$ cat config.mk
export PLATFORM = sky130hd
export DESIGN_NAME = apu_frame_sequencer
export DESIGN_NICKNAME = d
export VERILOG_FILES = /design/src/fsq_pkg.sv /design/src/apu_frame_sequencer.sv /design/src/fsq_in_reg.sv /design/src/fsq_core.sv
export SDC_FILE = /design/constraint.sdc
export NUM_CORES = 1
export LEC_CHECK = 0
export BUFFER_PORTS_ARGS = -buffer_cell sky130_fd_sc_hd__buf_2
export CAP_MARGIN = 20
export CORE_ASPECT_RATIO = 0.6
export CORE_MARGIN = 3
export CORE_UTILIZATION = 55
export CTS_CLUSTER_DIAMETER = 150
export DETAILED_ROUTE_END_ITERATION = 8
export PLACE_DENSITY = 0.73
export SLEW_MARGIN = 30
export SYNTH_ARGS = -nofsm -noshare
export SYNTH_HDL_FRONTEND = slang
export SYNTH_HIERARCHICAL = 1
export SYNTH_SLANG_ARGS = --single-unit
$ cat constraint.sdc
create_clock -name clk_i -period 4.1 [get_ports clk_i]
set_input_delay 0.41 -clock clk_i [delete_from_list [all_inputs] [get_ports clk_i]]
set_output_delay 0.41 -clock clk_i [all_outputs]
set_load 0.005 [all_outputs]
$ cat src/fsq_pkg.sv
// ----------------------------------------------------------------------------
// fsq_pkg
// types and constants of the frame sequencer
// ----------------------------------------------------------------------------
`default_nettype none

package fsq_pkg;

  localparam int unsigned PeriodW  = 14;
  localparam int unsigned CountW   = 16;
  localparam int unsigned OffsetW  = 5;
  localparam int unsigned DataW    = 8;
  localparam int unsigned CfgIdxW  = 2;

  typedef enum logic [1:0] {
    OP_TICK  = 2'd0,
    OP_WRITE = 2'd1,
    OP_READ  = 2'd2
  } op_e;

  typedef enum logic [CfgIdxW-1:0] {
    CFG_IRQ_PERIOD    = 2'd0,
    CFG_ENV_PERIOD    = 2'd1,
    CFG_LENGTH_PERIOD = 2'd2
  } cfg_idx_e;

  localparam logic [OffsetW-1:0] OFFS_STATUS = 5'h15;
  localparam logic [OffsetW-1:0] OFFS_FRAME  = 5'h17;

  localparam int unsigned MODE_BIT    = 7;
  localparam int unsigned INHIBIT_BIT = 6;

  localparam logic signed [CountW-1:0] CNT_RESET        = 16'sd4;
  localparam logic signed [CountW-1:0] CNT_RELOAD       = -16'sd1;
  localparam logic signed [CountW-1:0] CNT_RELOAD_LONG  = -16'sd2;
  localparam logic signed [CountW-1:0] ENV_SHORT_RELOAD = 16'sd4;
  localparam logic signed [CountW-1:0] LEN_SHORT_RELOAD = 16'sd3730;

  localparam logic [PeriodW-1:0] IRQ_PERIOD_RST    = 14'd14914;
  localparam logic [PeriodW-1:0] ENV_PERIOD_RST    = 14'd3728;
  localparam logic [PeriodW-1:0] LENGTH_PERIOD_RST = 14'd7456;

  localparam logic [1:0] CHECK_WINDOW_LEN = 2'd3;

  typedef struct packed {
    logic [1:0]         op;
    logic [OffsetW-1:0] reg_offset;
    logic [DataW-1:0]   write_data;
  } fsq_item_t;

  typedef struct packed {
    logic quarter_frame_pulse;
    logic half_frame_pulse;
    logic irq_line;
    logic read_irq_bit;
  } fsq_result_t;

  typedef struct packed {
    logic [PeriodW-1:0] irq_period;
    logic [PeriodW-1:0] envelope_period;
    logic [PeriodW-1:0] length_period;
  } fsq_periods_t;

endpackage

`default_nettype wire

$ cat src/apu_frame_sequencer.sv
// ----------------------------------------------------------------------------
// apu_frame_sequencer
// sound-unit frame sequencer: quarter/half-frame pulses and frame irq
// ----------------------------------------------------------------------------
// Takes requests (tick, bus write or bus read) and returns exactly one result
// per request. A request is first captured in an input register; once the
// output register is free, the sequencer state is updated in a single
// combinational pass and the result is loaded into the output register, so
// the block sustains one request per cycle while the output is being taken.
// A stalled output stalls the input register, which in turn drops in_ready_o.
// The period registers are written over the cfg port, which is always ready,
// and are only to be changed while no request is in flight.
`default_nettype none

module apu_frame_sequencer (
  input  logic                        clk_i,
  input  logic                        rst_ni,
  // request channel
  input  logic                        in_valid_i,
  output logic                        in_ready_o,
  input  logic [1:0]                  op_i,
  input  logic [fsq_pkg::OffsetW-1:0] reg_offset_i,
  input  logic [fsq_pkg::DataW-1:0]   write_data_i,
  // result channel
  output logic                        out_valid_o,
  input  logic                        out_ready_i,
  output logic                        quarter_frame_pulse_o,
  output logic                        half_frame_pulse_o,
  output logic                        irq_line_o,
  output logic                        read_irq_bit_o,
  // period register writes
  input  logic                        cfg_valid_i,
  output logic                        cfg_ready_o,
  input  logic [fsq_pkg::CfgIdxW-1:0] cfg_index_i,
  input  logic [fsq_pkg::PeriodW-1:0] cfg_data_i
);
  import fsq_pkg::*;

  fsq_item_t    in_item, cur_item;
  logic         cur_valid;
  logic         advance;
  fsq_periods_t periods_q;
  fsq_result_t  result, result_q;
  logic         out_valid_q;

  assign in_item = '{op: op_i, reg_offset: reg_offset_i, write_data: write_data_i};

  // request moves into the state update when the output register is free
  assign advance = cur_valid && (!out_valid_q || out_ready_i);

  fsq_in_reg u_in_reg (
    .clk_i      (clk_i),
    .rst_ni     (rst_ni),
    .in_valid_i (in_valid_i),
    .in_ready_o (in_ready_o),
    .item_i     (in_item),
    .valid_o    (cur_valid),
    .item_o     (cur_item),
    .take_i     (advance)
  );

  fsq_core u_core (
    .clk_i     (clk_i),
    .rst_ni    (rst_ni),
    .advance_i (advance),
    .item_i    (cur_item),
    .periods_i (periods_q),
    .result_o  (result)
  );

  // period registers, index past the list is dropped
  assign cfg_ready_o = 1'b1;

  always_ff @(posedge clk_i or negedge rst_ni) begin
    if (!rst_ni) begin
      periods_q.irq_period      <= IRQ_PERIOD_RST;
      periods_q.envelope_period <= ENV_PERIOD_RST;
      periods_q.length_period   <= LENGTH_PERIOD_RST;
    end else if (cfg_valid_i && cfg_ready_o) begin
      unique case (cfg_index_i)
        CFG_IRQ_PERIOD:    periods_q.irq_period      <= cfg_data_i;
        CFG_ENV_PERIOD:    periods_q.envelope_period <= cfg_data_i;
        CFG_LENGTH_PERIOD: periods_q.length_period   <= cfg_data_i;
        default: begin
        end
      endcase
    end
  end

  // output register
  always_ff @(posedge clk_i or negedge rst_ni) begin
    if (!rst_ni) begin
      out_valid_q <= 1'b0;
    end else if (advance) begin
      out_valid_q <= 1'b1;
    end else if (out_ready_i) begin
      out_valid_q <= 1'b0;
    end
  end

  always_ff @(posedge clk_i) begin
    if (advance) begin
      result_q <= result;
    end
  end

  assign out_valid_o           = out_valid_q;
  assign quarter_frame_pulse_o = result_q.quarter_frame_pulse;
  assign half_frame_pulse_o    = result_q.half_frame_pulse;
  assign irq_line_o            = result_q.irq_line;
  assign read_irq_bit_o        = result_q.read_irq_bit;

endmodule

`default_nettype wire

$ cat src/fsq_in_reg.sv
// ----------------------------------------------------------------------------
// fsq_in_reg
// input register stage holding one request
// ----------------------------------------------------------------------------
`default_nettype none

module fsq_in_reg (
  input  logic              clk_i,
  input  logic              rst_ni,
  input  logic              in_valid_i,
  output logic              in_ready_o,
  input  fsq_pkg::fsq_item_t item_i,
  output logic              valid_o,
  output fsq_pkg::fsq_item_t item_o,
  input  logic              take_i
);
  import fsq_pkg::*;

  logic      valid_q, valid_d;
  fsq_item_t item_q;
  logic      in_fire;

  assign in_ready_o = !valid_q || take_i;
  assign in_fire    = in_valid_i && in_ready_o;

  always_comb begin
    valid_d = valid_q;
    if (in_fire) begin
      valid_d = 1'b1;
    end else if (take_i) begin
      valid_d = 1'b0;
    end
  end

  always_ff @(posedge clk_i or negedge rst_ni) begin
    if (!rst_ni) begin
      valid_q <= 1'b0;
    end else begin
      valid_q <= valid_d;
    end
  end

  always_ff @(posedge clk_i) begin
    if (in_fire) begin
      item_q <= item_i;
    end
  end

  assign valid_o = valid_q;
  assign item_o  = item_q;

endmodule

`default_nettype wire

$ cat src/fsq_core.sv
// ----------------------------------------------------------------------------
// fsq_core
// sequencer state and its single-pass update for one request
// ----------------------------------------------------------------------------
`default_nettype none

module fsq_core (
  input  logic                 clk_i,
  input  logic                 rst_ni,
  input  logic                 advance_i,
  input  fsq_pkg::fsq_item_t    item_i,
  input  fsq_pkg::fsq_periods_t periods_i,
  output fsq_pkg::fsq_result_t  result_o
);
  import fsq_pkg::*;

  logic                     odd_q, odd_d;
  logic signed [CountW-1:0] irq_cnt_q, irq_cnt_d;
  logic signed [CountW-1:0] env_cnt_q, env_cnt_d;
  logic signed [CountW-1:0] len_cnt_q, len_cnt_d;
  logic                     len_tog_q, len_tog_d;
  logic [1:0]               win_q, win_d;
  logic                     chk_q, chk_d;
  logic                     env_due_q, env_due_d;
  logic                     len_due_q, len_due_d;
  logic                     five_q, five_d;
  logic                     allow_q, allow_d;
  logic                     flag_q, flag_d;
  logic                     pend_q, pend_d;
  logic [OffsetW-1:0]       pend_offs_q, pend_offs_d;
  logic                     pend_wr_q, pend_wr_d;
  logic [DataW-1:0]         pend_data_q, pend_data_d;

  logic signed [CountW-1:0] irq_inc, env_inc, len_inc;
  logic signed [CountW-1:0] irq_per, env_per, len_per;
  fsq_result_t              res;

  assign irq_per = $signed({2'b00, periods_i.irq_period});
  assign env_per = $signed({2'b00, periods_i.envelope_period});
  assign len_per = $signed({2'b00, periods_i.length_period});
  assign irq_inc = irq_cnt_q + 16'sd1;
  assign env_inc = env_cnt_q + 16'sd1;
  assign len_inc = len_cnt_q + 16'sd1;

  always_comb begin
    odd_d       = odd_q;
    irq_cnt_d   = irq_cnt_q;
    env_cnt_d   = env_cnt_q;
    len_cnt_d   = len_cnt_q;
    len_tog_d   = len_tog_q;
    win_d       = win_q;
    chk_d       = chk_q;
    env_due_d   = env_due_q;
    len_due_d   = len_due_q;
    five_d      = five_q;
    allow_d     = allow_q;
    flag_d      = flag_q;
    pend_d      = pend_q;
    pend_offs_d = pend_offs_q;
    pend_wr_d   = pend_wr_q;
    pend_data_d = pend_data_q;
    res         = '0;

    case (item_i.op)
      OP_TICK: begin
        odd_d                   = !odd_q;
        res.quarter_frame_pulse = env_due_q;
        res.half_frame_pulse    = len_due_q;
        env_due_d               = 1'b0;
        len_due_d               = 1'b0;
        if (odd_d) begin
          // irq period counter opens the check window
          if (irq_inc >= irq_per) begin
            irq_cnt_d = CNT_RELOAD;
            chk_d     = 1'b1;
            win_d     = CHECK_WINDOW_LEN;
          end else begin
            irq_cnt_d = irq_inc;
          end
          if (env_inc >= env_per) begin
            if (chk_d && five_q) begin
              env_cnt_d = ENV_SHORT_RELOAD;
            end else begin
              env_cnt_d = CNT_RELOAD;
              env_due_d = 1'b1;
            end
          end else begin
            env_cnt_d = env_inc;
          end
          if (len_inc >= len_per) begin
            if (chk_d && five_q) begin
              len_cnt_d = LEN_SHORT_RELOAD;
              len_tog_d = 1'b1;
            end else begin
              len_tog_d = !len_tog_q;
              len_cnt_d = len_tog_d ? CNT_RELOAD_LONG : CNT_RELOAD;
              len_due_d = 1'b1;
            end
          end else begin
            len_cnt_d = len_inc;
          end
          // latched bus access lands here
          if (pend_q) begin
            pend_d = 1'b0;
            if (pend_offs_q == OFFS_FRAME && pend_wr_q) begin
              five_d    = pend_data_q[MODE_BIT];
              allow_d   = !pend_data_q[INHIBIT_BIT];
              env_cnt_d = CNT_RELOAD;
              len_cnt_d = CNT_RELOAD;
              irq_cnt_d = CNT_RELOAD;
              len_tog_d = 1'b0;
              len_due_d = five_d;
              env_due_d = five_d;
              chk_d     = 1'b0;
              if (!allow_d) begin
                flag_d = 1'b0;
              end
            end else if (pend_offs_q == OFFS_STATUS && !pend_wr_q) begin
              flag_d = 1'b0;
            end
          end
        end
        if (chk_d) begin
          if (!five_d && allow_d) begin
            flag_d = 1'b1;
          end
          win_d = win_d - 2'd1;
          if (win_d == 2'd0) begin
            chk_d = 1'b0;
          end
        end
      end
      OP_WRITE: begin
        pend_offs_d = item_i.reg_offset;
        pend_data_d = item_i.write_data;
        pend_wr_d   = 1'b1;
        pend_d      = 1'b1;
      end
      OP_READ: begin
        pend_offs_d = item_i.reg_offset;
        pend_wr_d   = 1'b0;
        pend_d      = 1'b1;
        if (item_i.reg_offset == OFFS_STATUS) begin
          res.read_irq_bit = flag_q;
        end
      end
      default: begin
      end
    endcase

    res.irq_line = flag_d;
  end

  always_ff @(posedge clk_i or negedge rst_ni) begin
    if (!rst_ni) begin
      odd_q       <= 1'b1;
      irq_cnt_q   <= CNT_RESET;
      env_cnt_q   <= CNT_RESET;
      len_cnt_q   <= CNT_RESET;
      len_tog_q   <= 1'b0;
      win_q       <= 2'd0;
      chk_q       <= 1'b0;
      env_due_q   <= 1'b0;
      len_due_q   <= 1'b0;
      five_q      <= 1'b0;
      allow_q     <= 1'b1;
      flag_q      <= 1'b0;
      pend_q      <= 1'b0;
      pend_offs_q <= '0;
      pend_wr_q   <= 1'b0;
      pend_data_q <= '0;
    end else if (advance_i) begin
      odd_q       <= odd_d;
      irq_cnt_q   <= irq_cnt_d;
      env_cnt_q   <= env_cnt_d;
      len_cnt_q   <= len_cnt_d;
      len_tog_q   <= len_tog_d;
      win_q       <= win_d;
      chk_q       <= chk_d;
      env_due_q   <= env_due_d;
      len_due_q   <= len_due_d;
      five_q      <= five_d;
      allow_q     <= allow_d;
      flag_q      <= flag_d;
      pend_q      <= pend_d;
      pend_offs_q <= pend_offs_d;
      pend_wr_q   <= pend_wr_d;
      pend_data_q <= pend_data_d;
    end
  end

  assign result_o = res;

endmodule

`default_nettype wire

==> impl_metrics.env <==
export IMPL_status="complete, no violations"
export IMPL_reg2reg_depth=13
export IMPL_syn_area_sq_um=7070
export IMPL_synth_cells=659
export IMPL_cp_required_ps=4410
export IMPL_diodes=0
export IMPL_ff_latch_area_sq_um=3190
export IMPL_multiInputGateArea_sq_um=3530
export IMPL_die_width_microns=152
export IMPL_finalHoldViolCount=0
export IMPL_p_int_w=0.00367
export IMPL_final_antenna_net_count=0
export IMPL_cts_tree="yes"
export IMPL_first_pass_iters=6
export IMPL_first_global_vias=5108
export IMPL_drt_wl_total_microns=16100
export IMPL_crit_reg2reg_capture="u_core/env_cnt_q[3]$_DFFE_PN0P_"
export IMPL_post_place_ws_ps=201
export IMPL_rsz0062_at_grt="false"
export IMPL_slew_headroom=0.501
export IMPL_r2r_slack_ps=240
export IMPL_dieArea_sq_um=14300
export IMPL_pin_count=43
export IMPL_wl_per_cell_microns=18.3
export IMPL_ir_drop_mv=0.377
export IMPL_numCtsBuffers=17
export IMPL_drive_above_1_share=0.257
export IMPL_synth_nets=744
export IMPL_hp_class="primary input to asynchronous set/reset pin"
export IMPL_clock_latency_ps=410
export IMPL_seqPwrFrac=0.334
export IMPL_holdBufCountCts=0
export IMPL_htreeDepth=4
export IMPL_crit_fanout=18
export IMPL_grt_max_degree=78
export IMPL_core_area_sq_um=12300
export IMPL_fin_tns_setup_ps=0
export IMPL_netSwitchingFraction=0.393
export IMPL_syn_to_final_growth_pct=13.4
export IMPL_dp_hpwl_microns=11700
export IMPL_track_usage=0.236
export IMPL_routabilityCongestion=0.870
export IMPL_setup_viol=0
export IMPL_clock_sinks=124
export IMPL_worst_slew_pin_slew_ps=746
export IMPL_start_util=0.575
export IMPL_fmax_ghz=0.259
export IMPL_skew_ps=9.84
export IMPL_finalNetCount=784
export IMPL_die_h_microns=93.8
export IMPL_cts_root_buf="clkbuf_16"
export IMPL_r2r_start="u_core/env_cnt_q[2]$_DFFE_PN1P_"
export IMPL_avgSynthCellArea_sq_um=10.7
export IMPL_slowest_delay_ps=570
export IMPL_yosys_warnings=6
export IMPL_timing_final_crit_share=0.941
export IMPL_antenna_found_initial=0
export IMPL_avgViaCountPerCell=5.82
export IMPL_p_leak_nw=3.48
export IMPL_crit_arrival_ps=4170
export IMPL_overflow=0
export IMPL_via_count=5103
export IMPL_clk_pin_slew_ps=60
export IMPL_critPathKind="flop to flop"
export IMPL_cp_cell_sequence="and3_1 -> nand4_2 -> nor2_1 -> xnor2_1 -> inv_1 -> ha_1 -> nand2_1 -> or3_1 -> or4_1 -> nand3_2 -> o22ai_4 -> and3_4 -> nor4_1"
export IMPL_cts_max_path_buffers=2
export IMPL_fin_hold_ws_ps=9.53
export IMPL_critPathTopFamily="simple AND/OR/NAND/NOR gates"
export IMPL_worst_setup_path_end_kind="flop"
export IMPL_startpoint_type="flop"
export IMPL_drt_iter0_drc=459
export IMPL_worst_path_buf_inv=1
export IMPL_drc=0
export IMPL_fin_crit_ps=3860
export IMPL_power_switching_w=0.00237
export IMPL_rows=31
export IMPL_grt_pass1_wl_microns=26500
export IMPL_clkPwrFrac=0.258
export IMPL_n_fill_cell=934
export IMPL_place_port_buffers=35
export IMPL_slowest_stage="dfstp_2"
export IMPL_power_density_nw_per_um2=754
export IMPL_fin_util=0.652
export IMPL_combPwrFrac=0.408
export IMPL_drv_cap=0
export IMPL_layout_setup_ws_ps=241
export IMPL_report_final_slew_viol_count=0
==> power by group through the flow <==
stage	Combinational (W)	Sequential, W	Clock, W
finish	0.00247	0.00202	0.00156
global route	0.00274	0.00207	0.00165
CTS	0.00245	0.00201	0.00159
detailed placement	0.00240	0.00202	0
global placement	0.00226	0.00200	0
floorplan	0.00190	0.00190	0
==> cells in the final DEF, fill, tap and decap left out, types with 6 or more instances in the layout <==
master and n:
dfstp_2 21, ha_1 49, nand3_1 21, clkbuf_16 20, xor2_1 17, buf_2 34, edfxtp_1 13, xnor2_1 24
mux2_2 51, nand2_1 40, nand4_1 13, and3_1 10, a21oi_1 19, nor3_1 8, nor2_1 58, a211oi_2 9
nand2b_1 6, o22a_1 19, inv_1 60, o21ai_0 10, and2_1 7, dfrtp_1 90, a211oi_1 6, buf_4 6
==> through the flow <==
| stage | cell area [sq um] | power (W) | instances |
|---|---|---|---|
| after global routing | 8020 | 0.00647 | 877 |
| after CTS | 8010 | 0.00605 | 877 |
| final | 8020 | 0.00605 | 877 |
| after detailed placement | 7380 | 0.00442 | 845 |
| after floorplan | 7070 | 0.00380 | 659 |
| after global placement | 7380 | 0.00426 | 845 |
==> worst reg2reg max path, cell delays in order, from the launching register on <==
cell	delay (ps)
dfstp_2	570
and3_1	350
nand4_2	250
nor2_1	180
xnor2_1	220
inv_1	100
ha_1	310
nand2_1	60
or3_1	400
or4_1	500
nand3_2	110
o22ai_4	180
and3_4	250
nor4_1	280
==> flip-flops by register name, indices dropped and copies added (netlist names), 2 cells and up <==
register            flops
u_core/env_cnt_q       16
u_core/irq_cnt_q       16
periods_q              42
u_in_reg/item_o         9
u_core/win_q            2
u_core/pend_offs_q      5
u_core/len_cnt_q       16
u_core/pend_data_q      2
==> final cells by class <==
type                    instances  share of cell area
clock buffers                  21              0.0641
clock inverters                11              0.0145
inverters                      60              0.0281
multi-input cells             455               0.441
flip-flops and latches        124               0.398
well taps                     165              0.0257
repair buffers                 41              0.0282
==> repair_timing <==
| item | in CTS | in global routing |
|---|---|---|
| gates resized for setup | 0 | 1 |
| setup endpoints to repair | 0 | 3 |
| setup buffers | 0 | 0 |
==> worst max path at each step <==
stage                                             to  cells after the start  slack [ps]                       startpoint
CTS                  u_core/env_cnt_q[3]$_DFFE_PN0P_                     13         220  u_core/env_cnt_q[2]$_DFFE_PN1P_
finish               u_core/env_cnt_q[3]$_DFFE_PN0P_                     13         240  u_core/env_cnt_q[2]$_DFFE_PN1P_
floorplan           u_core/env_cnt_q[10]$_DFFE_PN0P_                     15         780  u_core/env_cnt_q[0]$_DFFE_PN0P_
detailed placement   u_core/env_cnt_q[3]$_DFFE_PN0P_                     13         200  u_core/env_cnt_q[2]$_DFFE_PN1P_
global placement     u_core/env_cnt_q[3]$_DFFE_PN0P_                     14         340  u_core/env_cnt_q[0]$_DFFE_PN0P_
global route         u_core/env_cnt_q[3]$_DFFE_PN0P_                     13          10  u_core/env_cnt_q[2]$_DFFE_PN1P_
==> routing by layer <==
metal,vias to the layer above,part of all wire,track usage
met4,0,0.0073,0.0576
met2,140,0.45,0.363
met3,14,0.066,0.0617
met1,2523,0.48,0.336
met5,-,0,0
li1,2426,-,-
(Power assumes the default switching activity.)
